===== src/rtl/tat_pkg.sv =====
// tat_pkg: shared types, command codes, reset values and helpers for the trickle announce timer
// no dependencies; used by trickle_announce_timer

package tat_pkg;

    localparam logic [2:0] CMD_TICK      = 3'd0;
    localparam logic [2:0] CMD_SUPPRESS  = 3'd1;
    localparam logic [2:0] CMD_PROCESSED = 3'd2;
    localparam logic [2:0] CMD_RESET     = 3'd3;
    localparam logic [2:0] CMD_SET_IVL   = 3'd4;

    localparam logic [1:0] REG_MIN_STAGE   = 2'd0;
    localparam logic [1:0] REG_MAX_STAGE   = 2'd1;
    localparam logic [1:0] REG_TICK_PERIOD = 2'd2;

    localparam logic [3:0]  MIN_STAGE_RST   = 4'd1;
    localparam logic [3:0]  MAX_STAGE_RST   = 4'd15;
    localparam logic [15:0] TICK_PERIOD_RST = 16'd1024;

    localparam logic [15:0] RAND_MOD    = 16'hFFFF;
    localparam logic [15:0] SMALL_COUNT = 16'd4;

    localparam logic [4:0] IVL_STEPS    = 5'd31;
    localparam logic [4:0] JITTER_STEPS = 5'd15;
    localparam logic [5:0] FULL_BITLEN  = 6'd32;

    typedef enum logic [2:0] {
        S_IDLE = 3'b001,
        S_DIV  = 3'b010,
        S_DONE = 3'b100
    } state_t;

    function automatic logic [15:0] interval_len(input logic [3:0] stg);
        interval_len = 16'd1 << stg;
    endfunction

    // announce point: (rnd mod 65535) mod (len/2), len/2 is a power of two
    function automatic logic [14:0] announce_pick(input logic [3:0] stg,
                                                  input logic [15:0] rnd);
        logic [15:0] len;
        logic [15:0] mask;
        logic [15:0] r;
        len  = 16'd1 << stg;
        mask = (len >> 1) - 16'd1;
        r    = (rnd == RAND_MOD) ? 16'd0 : rnd;
        if (len < SMALL_COUNT)
            announce_pick = 15'd0;
        else
            announce_pick = 15'(r & mask);
    endfunction

endpackage


===== src/rtl/trickle_announce_timer.sv =====
// trickle_announce_timer: trickle timer with command channel, result channel and config port
// depends on tat_pkg (command codes, reset values, announce point helper)
// one restoring divider, one quotient bit per cycle, serves interval and jitter math

// Each command transfer yields one result transfer. A tick with tick_period of two or more
// runs 16 divider steps for the jitter remainder before its result is built; a set interval
// with nonzero tick_period runs 32 divider steps for the quotient, whose bit length is
// tracked as the bits emerge; every other command goes from the transfer straight to the
// result stage. The block takes one command at a time: cmd_ready is high only while the
// divider sequencer is idle, and a finished result waits in the output register until
// result_ready, while the next command may already be taken; that command then finishes
// only once the waiting result is taken. Config writes land at once and are meant for idle
// periods.

module trickle_announce_timer
(
    input  logic        clk,
    input  logic        rst_n,

    input  logic        cfg_we,
    input  logic [1:0]  cfg_index,
    input  logic [15:0] cfg_data,

    input  logic        cmd_valid,
    output logic        cmd_ready,
    input  logic [2:0]  cmd,
    input  logic [31:0] interval_req,
    input  logic [15:0] announce_random,
    input  logic [15:0] jitter_random,

    output logic        result_valid,
    input  logic        result_ready,
    output logic        fire,
    output logic [3:0]  stage,
    output logic [15:0] countdown,
    output logic [16:0] next_tick_delay
);

    tat_pkg::state_t state_reg, state_next;

    logic [3:0]  min_stage_reg, max_stage_reg;
    logic [15:0] tick_period_reg;

    logic [2:0]  cmd_reg, cmd_next;
    logic [15:0] arnd_reg, arnd_next;

    logic [31:0] dvd_reg, dvd_next;
    logic [15:0] dsr_reg, dsr_next;
    logic [15:0] rem_reg, rem_next;
    logic [4:0]  cnt_reg, cnt_next;
    logic [5:0]  bitlen_reg, bitlen_next;
    logic        found_reg, found_next;

    logic [3:0]  stage_reg, stage_next;
    logic [15:0] countdown_reg, countdown_next;
    logic [14:0] announce_reg, announce_next;
    logic        suppressed_reg, suppressed_next;
    logic        done_reg, done_next;

    logic        result_valid_reg, result_valid_next;
    logic        fire_reg, fire_next;
    logic [16:0] delay_reg, delay_next;

    logic [16:0] trial;
    logic        ge;
    logic [15:0] cd_dec;
    logic        hit;
    logic        restart;
    logic [3:0]  new_stage;
    logic [5:0]  ivl_stage;
    logic        slot_free;
    logic        cmd_xfer;

    assign cmd_ready       = (state_reg == tat_pkg::S_IDLE);
    assign cmd_xfer        = cmd_valid && cmd_ready;
    assign result_valid    = result_valid_reg;
    assign fire            = fire_reg;
    assign stage           = stage_reg;
    assign countdown       = countdown_reg;
    assign next_tick_delay = delay_reg;

    assign slot_free = !result_valid_reg || result_ready;

    // shared divider step
    assign trial = {rem_reg, dvd_reg[31]};
    assign ge    = (trial >= {1'b0, dsr_reg});

    assign cd_dec = (countdown_reg == 16'd0) ? 16'd0 : countdown_reg - 16'd1;
    assign hit    = (cd_dec <= {1'b0, announce_reg}) && !done_reg;

    always_comb
    begin
        ivl_stage = (bitlen_reg == 6'd0) ? 6'd1 : bitlen_reg;
        if (ivl_stage > {2'b00, max_stage_reg})
        begin
            ivl_stage = {2'b00, max_stage_reg};
        end
    end

    always_comb
    begin
        state_next        = state_reg;
        cmd_next          = cmd_reg;
        arnd_next         = arnd_reg;
        dvd_next          = dvd_reg;
        dsr_next          = dsr_reg;
        rem_next          = rem_reg;
        cnt_next          = cnt_reg;
        bitlen_next       = bitlen_reg;
        found_next        = found_reg;
        stage_next        = stage_reg;
        countdown_next    = countdown_reg;
        announce_next     = announce_reg;
        suppressed_next   = suppressed_reg;
        done_next         = done_reg;
        result_valid_next = result_valid_reg && !result_ready;
        fire_next         = fire_reg;
        delay_next        = delay_reg;
        restart           = 1'b0;
        new_stage         = stage_reg;

        case (state_reg)
            tat_pkg::S_IDLE:
            begin
                if (cmd_xfer)
                begin
                    cmd_next    = cmd;
                    arnd_next   = announce_random;
                    rem_next    = 16'd0;
                    found_next  = 1'b0;
                    bitlen_next = 6'd0;
                    state_next  = tat_pkg::S_DONE;
                    if (cmd == tat_pkg::CMD_TICK && tick_period_reg[15:1] != 15'd0)
                    begin
                        dvd_next   = {jitter_random, 16'd0};
                        dsr_next   = {1'b0, tick_period_reg[15:1]};
                        cnt_next   = tat_pkg::JITTER_STEPS;
                        state_next = tat_pkg::S_DIV;
                    end
                    else if (cmd == tat_pkg::CMD_SET_IVL)
                    begin
                        if (tick_period_reg == 16'd0)
                        begin
                            // quotient taken as all ones: its bit length is set to full width
                            bitlen_next = tat_pkg::FULL_BITLEN;
                        end
                        else
                        begin
                            dvd_next   = interval_req;
                            dsr_next   = tick_period_reg;
                            cnt_next   = tat_pkg::IVL_STEPS;
                            state_next = tat_pkg::S_DIV;
                        end
                    end
                end
            end

            tat_pkg::S_DIV:
            begin
                rem_next = ge ? 16'(trial - {1'b0, dsr_reg}) : trial[15:0];
                dvd_next = {dvd_reg[30:0], ge};
                if (ge && !found_reg)
                begin
                    found_next  = 1'b1;
                    bitlen_next = {1'b0, cnt_reg} + 6'd1;
                end
                cnt_next = cnt_reg - 5'd1;
                if (cnt_reg == 5'd0)
                begin
                    state_next = tat_pkg::S_DONE;
                end
            end

            tat_pkg::S_DONE:
            begin
                if (slot_free)
                begin
                    result_valid_next = 1'b1;
                    fire_next         = 1'b0;
                    delay_next        = 17'd0;
                    state_next        = tat_pkg::S_IDLE;
                    case (cmd_reg)
                        tat_pkg::CMD_TICK:
                        begin
                            delay_next = {1'b0, tick_period_reg} + {1'b0, rem_reg};
                            if (hit)
                            begin
                                countdown_next = cd_dec;
                                done_next      = suppressed_reg;
                                fire_next      = !suppressed_reg;
                            end
                            else if (cd_dec == 16'd0)
                            begin
                                restart   = 1'b1;
                                new_stage = (stage_reg < max_stage_reg) ?
                                            stage_reg + 4'd1 : stage_reg;
                            end
                            else
                            begin
                                countdown_next = cd_dec;
                            end
                        end
                        tat_pkg::CMD_SUPPRESS:
                        begin
                            suppressed_next = 1'b1;
                        end
                        tat_pkg::CMD_PROCESSED:
                        begin
                            done_next = 1'b1;
                        end
                        tat_pkg::CMD_RESET:
                        begin
                            restart   = 1'b1;
                            new_stage = min_stage_reg;
                        end
                        tat_pkg::CMD_SET_IVL:
                        begin
                            restart   = 1'b1;
                            new_stage = ivl_stage[3:0];
                        end
                        default:
                        begin
                            restart = 1'b0;
                        end
                    endcase
                    if (restart)
                    begin
                        stage_next      = new_stage;
                        countdown_next  = tat_pkg::interval_len(new_stage);
                        announce_next   = tat_pkg::announce_pick(new_stage, arnd_reg);
                        suppressed_next = 1'b0;
                        done_next       = 1'b0;
                    end
                end
            end

            default:
            begin
                state_next = tat_pkg::S_IDLE;
            end
        endcase
    end

    always_ff @(posedge clk or negedge rst_n)
    begin
        if (!rst_n)
        begin
            state_reg        <= tat_pkg::S_IDLE;
            min_stage_reg    <= tat_pkg::MIN_STAGE_RST;
            max_stage_reg    <= tat_pkg::MAX_STAGE_RST;
            tick_period_reg  <= tat_pkg::TICK_PERIOD_RST;
            stage_reg        <= tat_pkg::MIN_STAGE_RST;
            countdown_reg    <= tat_pkg::interval_len(tat_pkg::MIN_STAGE_RST);
            announce_reg     <= 15'd0;
            suppressed_reg   <= 1'b0;
            done_reg         <= 1'b0;
            result_valid_reg <= 1'b0;
            found_reg        <= 1'b0;
            cnt_reg          <= 5'd0;
        end
        else
        begin
            state_reg        <= state_next;
            stage_reg        <= stage_next;
            countdown_reg    <= countdown_next;
            announce_reg     <= announce_next;
            suppressed_reg   <= suppressed_next;
            done_reg         <= done_next;
            result_valid_reg <= result_valid_next;
            found_reg        <= found_next;
            cnt_reg          <= cnt_next;
            if (cfg_we)
            begin
                case (cfg_index)
                    tat_pkg::REG_MIN_STAGE:   min_stage_reg   <= cfg_data[3:0];
                    tat_pkg::REG_MAX_STAGE:   max_stage_reg   <= cfg_data[3:0];
                    tat_pkg::REG_TICK_PERIOD: tick_period_reg <= cfg_data;
                    default:                  tick_period_reg <= tick_period_reg;
                endcase
            end
        end
    end

    // payload and datapath registers
    always_ff @(posedge clk)
    begin
        cmd_reg    <= cmd_next;
        arnd_reg   <= arnd_next;
        dvd_reg    <= dvd_next;
        dsr_reg    <= dsr_next;
        rem_reg    <= rem_next;
        bitlen_reg <= bitlen_next;
        fire_reg   <= fire_next;
        delay_reg  <= delay_next;
    end

    // divider never runs with a zero divisor
    assert property (@(posedge clk) disable iff (!rst_n)
        state_reg == tat_pkg::S_DIV |-> dsr_reg != 16'd0)
        else $error("divider running with zero divisor");

    // a command transfer leaves the block busy next cycle
    assert property (@(posedge clk) disable iff (!rst_n)
        cmd_valid && cmd_ready |=> !cmd_ready)
        else $error("ready after command transfer");

    // a reported fire matches the timer state it was built from
    assert property (@(posedge clk) disable iff (!rst_n)
        result_valid && fire |-> countdown_reg <= {1'b0, announce_reg} && !done_reg)
        else $error("fire without announce condition");

    // countdown never exceeds the longest interval
    assert property (@(posedge clk) disable iff (!rst_n)
        countdown_reg <= 16'h8000)
        else $error("countdown out of range");

endmodule

===== config.mk =====
export PLATFORM = sky130hd
export DESIGN_NAME = trickle_announce_timer
export DESIGN_NICKNAME = d
export VERILOG_FILES = /design/src/rtl/tat_pkg.sv /design/src/rtl/trickle_announce_timer.sv
export SDC_FILE = /design/constraint.sdc
export NUM_CORES = 1
export LEC_CHECK = 0
export ABC_AREA = 0
export BUFFER_PORTS_ARGS = -buffer_cell sky130_fd_sc_hd__buf_2
export CORE_ASPECT_RATIO = 2
export CORE_UTILIZATION = 59
export DETAILED_ROUTE_END_ITERATION = 10
export GPL_TIMING_DRIVEN = 0
export PLACE_DENSITY = 0.81
export SLEW_MARGIN = 0
export SYNTH_ARGS = -nofsm -noshare
export SYNTH_HDL_FRONTEND = slang
export SYNTH_SLANG_ARGS = --single-unit

===== constraint.sdc =====
create_clock -name clk -period 5.99 [get_ports clk]
set_clock_uncertainty 0.05 [all_clocks]
set_input_delay 1.198 -clock clk [delete_from_list [all_inputs] [get_ports clk]]
set_output_delay 1.198 -clock clk [all_outputs]
set_load 0.02 [all_outputs]

==> flow_metrics.env, run 1 <==
export IMPL_period_share_pct=96.01
export IMPL_fin_nets=1356
export IMPL_area_delta_synth_final_pct=14.91
export IMPL_num_rows=69
export IMPL_synth_async_reset_ratio_pct=39.89
export IMPL_hold_start="announce_reg[8]$_DFFE_PN0P_"
export IMPL_cts_setup_buffers=0
export IMPL_seq_area_frac_synth_pct=47.11
export IMPL_power_per_cell_area_mw_per_mm2=408.4
export IMPL_grt_pass1_wl_um=45060
export IMPL_multi_input_area_mm2=0.005204
export IMPL_preCtsSetupSlack_ns=-0.08123
export IMPL_grt_max_degree=58
export IMPL_slew_headroom_pct=15.46
export IMPL_nFillCells=1405
export IMPL_wl_um=28620
export IMPL_dieArea_mm2=0.01856
export IMPL_mostFrequentLayoutCell="buf_2"
export IMPL_irDropWorstVdd_mv=0.2514
export IMPL_hold_viol_final=0
export IMPL_clock_path_buffers=2
export IMPL_drv_slew=0
export IMPL_track_usage_pct=31.67
export IMPL_max_freq_mhz=173.9
export IMPL_clkLatencyLatePin_ns=0.44
export IMPL_numCtsBuffers=17
export IMPL_syn_area_per_cell_um2=10.07
export IMPL_r2r_slack_ns=0.24
export IMPL_root_buffer="clkbuf_16"
export IMPL_cts_reportedPaths_clkPinSlew_ns=0.07
export IMPL_period_minus_slack_ns=5.751
export IMPL_antenna_found_initial=0
export IMPL_synth_edf_count=107
export IMPL_ys_warn_count=0
export IMPL_crit_path_start_kind="flop"
export IMPL_combPwrFrac_pct=42.8
export IMPL_p_int_mw=2.981
export IMPL_largest_register_ff_count=32
export IMPL_layout_common_cells="buf_2, nand2_1, edfxtp_1, nor2_1"
export IMPL_boundaryPins=130
export IMPL_dp_cells=1398
export IMPL_ys_ff_latch=178
export IMPL_wire_per_inst_um=20.03
export IMPL_ff2ff_path_depth=20
export IMPL_crit_fanout=10
export IMPL_crit_type="flop to flop"
export IMPL_dr_pass1_iters=5
export IMPL_min_to="announce_reg[8]$_DFFE_PN0P_"
export IMPL_dpl_hpwl_um=21840
export IMPL_status="completed"
export IMPL_fin_tns_setup_ns=0
export IMPL_required_ns=6.32
export IMPL_grt_pass1_vias=9065
export IMPL_io_buffers=129
export IMPL_layout_drive_gt1_share_pct=19.98
export IMPL_layout_setup_ws_ns=0.2390
export IMPL_drv_cap=0
export IMPL_cp_end_kind="flop"
export IMPL_synthFlopType="edfxtp_1"
export IMPL_gp_congestion=0.9823
export IMPL_grt_overflow_total=0
export IMPL_synth_cells=1054
export IMPL_syn_area_mm2=0.01062
export IMPL_swShare_pct=40.17
export IMPL_num_antenna_cells=0
export IMPL_final_cells=1429
export IMPL_h_tree_depth=4
export IMPL_setup_viol_count_final=0
export IMPL_drc=0
export IMPL_vias=8745
export IMPL_initial_core_util_pct=59.98
export IMPL_clkPwrFrac_pct=22.3
export IMPL_synth_distinct_cells=82
export IMPL_finalPower_mw=4.982
export IMPL_startpoint="countdown[3]$_DFFE_PN0P_"
export IMPL_netSwitchingPower_mw=2.002
export IMPL_rr_startpoint="countdown[3]$_DFFE_PN0P_"
export IMPL_min_path_cells=1
export IMPL_cts_tree="yes"
export IMPL_seqPwrFrac_pct=34.9
export IMPL_fp_dieH_um=191.7
export IMPL_cp_arrival_ns=6.08
export IMPL_ant_nets=0
export IMPL_viasPerCell=6.120
export IMPL_tightest_slew_ns=1.268
export IMPL_cellLeakagePower_nw=5.310
export IMPL_rsz0062_at_grt="no"
export IMPL_regArea_mm2=0.005001
export IMPL_core_mm2=0.01770
export IMPL_drtIter0Drc=320
export IMPL_die_w_um=96.85
export IMPL_syn_num_nets=1207
export IMPL_clock_sinks=178
export IMPL_hold_path_class="flop to flop"
export IMPL_reg2reg_to="announce_reg[4]$_DFFE_PN0P_"
[worst max-delay path, cell delays in order (launching register included)]
cell	delay, ns
dfrtp_1	0.47
nor4_4	0.38
buf_4	0.23
nand3_1	0.17
or3b_2	0.52
xor2_1	0.18
nor2_1	0.19
ha_1	0.28
nand4_1	0.12
nor2_1	0.05
a211o_1	0.28
a211o_1	0.31
a221oi_2	0.35
a311oi_1	0.17
o211ai_2	0.27
nand2_2	0.24
or3_1	0.37
ha_1	0.24
or4_1	0.53
nand3_1	0.11
a32o_1	0.16
[worst max-delay path by stage]
stage and endpoint:
3_3_place_gp announce_reg[4]$_DFFE_PN0P_, 5_1_grt announce_reg[4]$_DFFE_PN0P_, 3_5_place_dp announce_reg[4]$_DFFE_PN0P_, 2_1_floorplan announce_reg[4]$_DFFE_PN0P_, 6_report announce_reg[4]$_DFFE_PN0P_, 4_1_cts announce_reg[4]$_DFFE_PN0P_
[metal layers]
layer	wire length, um	GRT usage [%]	share of wire [%]	vias to the layer above
li1	-	-	-	4136
met1	9441	29.17	33	4206
met2	16010	61.38	56	289
met3	1074	4.112	3.8	114
met4	2103	24.74	7.3	0
met5	0	0	0	-
[cell families (layout without fill, tap and decap cells)]
logic type | after synthesis | count (layout) | synth area share (%)
AOI/OAI and AO/OA | 226 | 226 | 14.44
and+or+nand+nor | 369 | 369 | 16.50
muxes | 73 | 73 | 7.355
adders and majority gates | 63 | 63 | 7.567
DFF | 178 | 178 | 47.11
buffers and inverters | 111 | 273 | 4.220
xor gates and xnor gates | 34 | 34 | 2.805
[synthesized netlist by cell type, drive strengths merged, types with 8 or more instances]
cell / instances / share of area [%]
nand2: 124 / 4.4
edfxtp: 107 / 30
nor2: 100 / 3.5
o21ai: 71 / 3.3
inv: 66 / 2.3
dfrtp: 62 / 15
ha: 61 / 7.2
a21oi: 47 / 2.3
mux2: 40 / 4.2
mux2i: 33 / 3.1
clkbuf: 32 / 1.1
nand3: 31 / 1.5
nand4: 20 / 1.2
nor3: 17 / 0.85
xnor2: 17 / 1.4
xor2: 17 / 1.4
a32o: 14 / 1.3
buf: 13 / 0.75
nand2b: 12 / 0.71
nor2b: 10 / 0.59
and3: 9 / 0.58
dfstp: 9 / 2.2
nor4: 9 / 0.67
a21o: 8 / 0.57
o211ai: 8 / 0.66
[power by group through the flow]
| stage | clock network (mW) | logic (mW) | registers, mW |
|---|---|---|---|
| after detailed placement | 0 | 2.07 | 1.76 |
| final | 1.11 | 2.13 | 1.74 |
| after floorplan | 0 | 1.45 | 1.75 |
| after global placement | 0 | 2.00 | 1.75 |
| after CTS | 1.12 | 2.10 | 1.73 |
| after global routing | 1.17 | 2.34 | 1.76 |
[area by class of cell]
type | count | share of cell area [%]
Multi-Input combinational cell | 765 | 42.66
Sequential cell | 178 | 41.00
Timing Repair Buffer | 131 | 5.765
Clock buffer | 18 | 3.518
Tap cell | 213 | 2.185
Inverter | 66 | 2.031
Buffer | 44 | 1.651
Clock inverter | 14 | 1.190
[repair_timing]
item / in CTS / in global routing
hold buffers: 0 / 0
resized for setup: 1 / 10
pin swaps: 0 / 1
endpoints found under the setup margin: 7 / 7
[through the flow]
stage                     cell area, um2  utilization, %  hold slack [ns]
final                              12200           68.92           0.4468
after global routing               12200           68.92           0.4682
after CTS                          12180           68.80           0.4467
after detailed placement           11600           65.52           0.4310
after global placement             11530           65.13           0.4251
after floorplan                    10620               -           0.4074
Note: power is estimated with default switching activity, not from simulation.
==> inputs of run 2 (changes only) <==
Settings changed: CELL_PAD_IN_SITES_DETAIL_PLACEMENT from default to 0, CELL_PAD_IN_SITES_GLOBAL_PLACEMENT from default to 2, CORE_UTILIZATION 59 to 38, PLACE_DENSITY 0.81 to default, PLACE_DENSITY_LB_ADDON from default to 0.1.
==> flow_metrics.env, run 2 (same netlist as run 1, synthesis figures left out) <==
export IMPL_fin_nets=1360
export IMPL_cts_tree="yes"
export IMPL_period_share_pct=96.61
export IMPL_crit_path_start_kind="flop"
export IMPL_layout_common_cells="buf_2, nand2_1, edfxtp_1, nor2_1"
export IMPL_grt_max_degree=38
export IMPL_track_usage_pct=23.70
export IMPL_drtIter0Drc=431
export IMPL_setup_viol_count_final=0
export IMPL_largest_register_ff_count=32
export IMPL_numCtsBuffers=17
export IMPL_num_antenna_cells=0
export IMPL_dieArea_mm2=0.02865
export IMPL_grt_overflow_total=0
export IMPL_gp_congestion=0.8708
export IMPL_clock_sinks=178
export IMPL_status="completed"
export IMPL_required_ns=6.33
export IMPL_power_per_cell_area_mw_per_mm2=409.5
export IMPL_clock_path_buffers=2
export IMPL_drv_cap=0
export IMPL_cellLeakagePower_nw=5.334
export IMPL_die_w_um=120.2
export IMPL_irDropWorstVdd_mv=0.2047
export IMPL_rr_startpoint="countdown[3]$_DFFE_PN0P_"
export IMPL_final_util_pct=45.11
export IMPL_grt_pass1_vias=8823
export IMPL_hold_path_class="flop to flop"
export IMPL_area_delta_synth_final_pct=17.06
export IMPL_cp_end_kind="flop"
export IMPL_min_path_cells=1
export IMPL_cts_reportedPaths_clkPinSlew_ns=0.07
export IMPL_reg2reg_to="announce_reg[4]$_DFFE_PN0P_"
export IMPL_place_area_mm2=0.01176
export IMPL_layout_drive_gt1_share_pct=20.57
export IMPL_clkLatencyLatePin_ns=0.45
export IMPL_io_buffers=129
export IMPL_hold_start="announce_reg[13]$_DFFE_PN0P_"
export IMPL_mostFrequentLayoutCell="buf_2"
export IMPL_nFillCells=2860
export IMPL_layout_setup_ws_ns=0.2034
export IMPL_multi_input_area_mm2=0.005240
export IMPL_period_minus_slack_ns=5.787
export IMPL_core_mm2=0.02755
export IMPL_h_tree_depth=4
export IMPL_tightest_slew_ns=0.9234
export IMPL_max_freq_mhz=172.8
export IMPL_crit_type="flop to flop"
export IMPL_startpoint="countdown[3]$_DFFE_PN0P_"
export IMPL_wire_per_inst_um=20.60
export IMPL_root_buffer="clkbuf_16"
export IMPL_initial_core_util_pct=38.54
export IMPL_min_to="announce_reg[13]$_DFFE_PN0P_"
export IMPL_crit_fanout=10
export IMPL_viasPerCell=5.345
export IMPL_hold_viol_final=0
export IMPL_vias=8402
export IMPL_num_rows=86
export IMPL_ant_nets=0
export IMPL_dr_pass1_iters=4
export IMPL_wl_um=32380
export IMPL_ff2ff_path_depth=21
export IMPL_cp_arrival_ns=6.13
export IMPL_drc=0
export IMPL_regArea_mm2=0.005001
export IMPL_r2r_slack_ns=0.20
export IMPL_antenna_found_initial=0
export IMPL_fp_dieH_um=238.4
export IMPL_drv_slew=0
export IMPL_boundaryPins=130
export IMPL_preCtsSetupSlack_ns=-0.3666
export IMPL_grt_pass1_wl_um=49680
export IMPL_final_area_mm2=0.01243
export IMPL_dpl_hpwl_um=25900
export IMPL_slew_headroom_pct=38.29
-- run 2: power breakdown --
group	internal [mW]	switching [mW]	leakage, nW
Sequential	1.54	0.209	1.88
Combinational	0.889	1.35	3.19
Clock	0.552	0.551	0.272
Total	2.98	2.11	5.33
-- run 2: through the flow --
step	instances	setup TNS (ns)	power, mW	hold slack, ns
finish	1572	0	5.089	0.4436
global route	1572	-0.03861	5.411	0.4656
CTS	1568	0	5.057	0.4480
detailed placement	1537	-2.377	3.914	0.4310
global placement	1535	-1.818	3.891	0.4255
floorplan	1054	0	3.199	0.4074
-- run 2: how the worst max path moves through the flow --
stage / to / cells past startpoint / slack, ns
floorplan: announce_reg[4]$_DFFE_PN0P_ / 22 / 0.78
finish: announce_reg[4]$_DFFE_PN0P_ / 21 / 0.20
CTS: announce_reg[10]$_DFFE_PN0P_ / 22 / 0.03
detailed placement: announce_reg[10]$_DFFE_PN0P_ / 21 / -0.37
global placement: announce_reg[10]$_DFFE_PN0P_ / 21 / -0.30
global route: announce_reg[4]$_DFFE_PN0P_ / 21 / -0.04
-- run 2: repair_timing --
action	4_1_cts	5_1_grt
setup buffers	0	4
endpoints found under the setup margin	7	7
hold buffers	0	0
resized for setup	4	12
pin swaps	0	2
-- run 2: worst max-delay path, cell delays in order, from the launching register on --
cell and delay, ns:
dfrtp_1 0.48, nor4_4 0.35, buf_4 0.23, nand3_1 0.17, or3b_2 0.52, xor2_1 0.17
nor2_1 0.20, ha_1 0.30, nand4_1 0.15, nor2_1 0.06, a211o_1 0.28, a211o_1 0.32
a221o_1 0.33, buf_6 0.15, nand4_1 0.18, o2bb2ai_4 0.25, nand2_4 0.15, or3_1 0.34
ha_1 0.24, or4_1 0.53, nand3_1 0.10, a32o_1 0.16
-- run 2: final cells by class --
type / count / share of cell area, %
clock buffer: 17 / 3.424
multi-input combinational: 765 / 42.17
buffer: 44 / 1.631
tap: 352 / 3.544
clock inverter: 15 / 1.148
sequential: 178 / 40.25
inverter: 66 / 1.994
timing repair buffer: 135 / 5.840
-- run 2: metal layers --
| metal | global-route usage [%] | share of wire [%] |
|---|---|---|
| met3 | 2.772 | 1.9 |
| met5 | 0 | 0 |
| met2 | 49.53 | 60 |
| met4 | 12.77 | 4.5 |
| met1 | 20.84 | 33 |
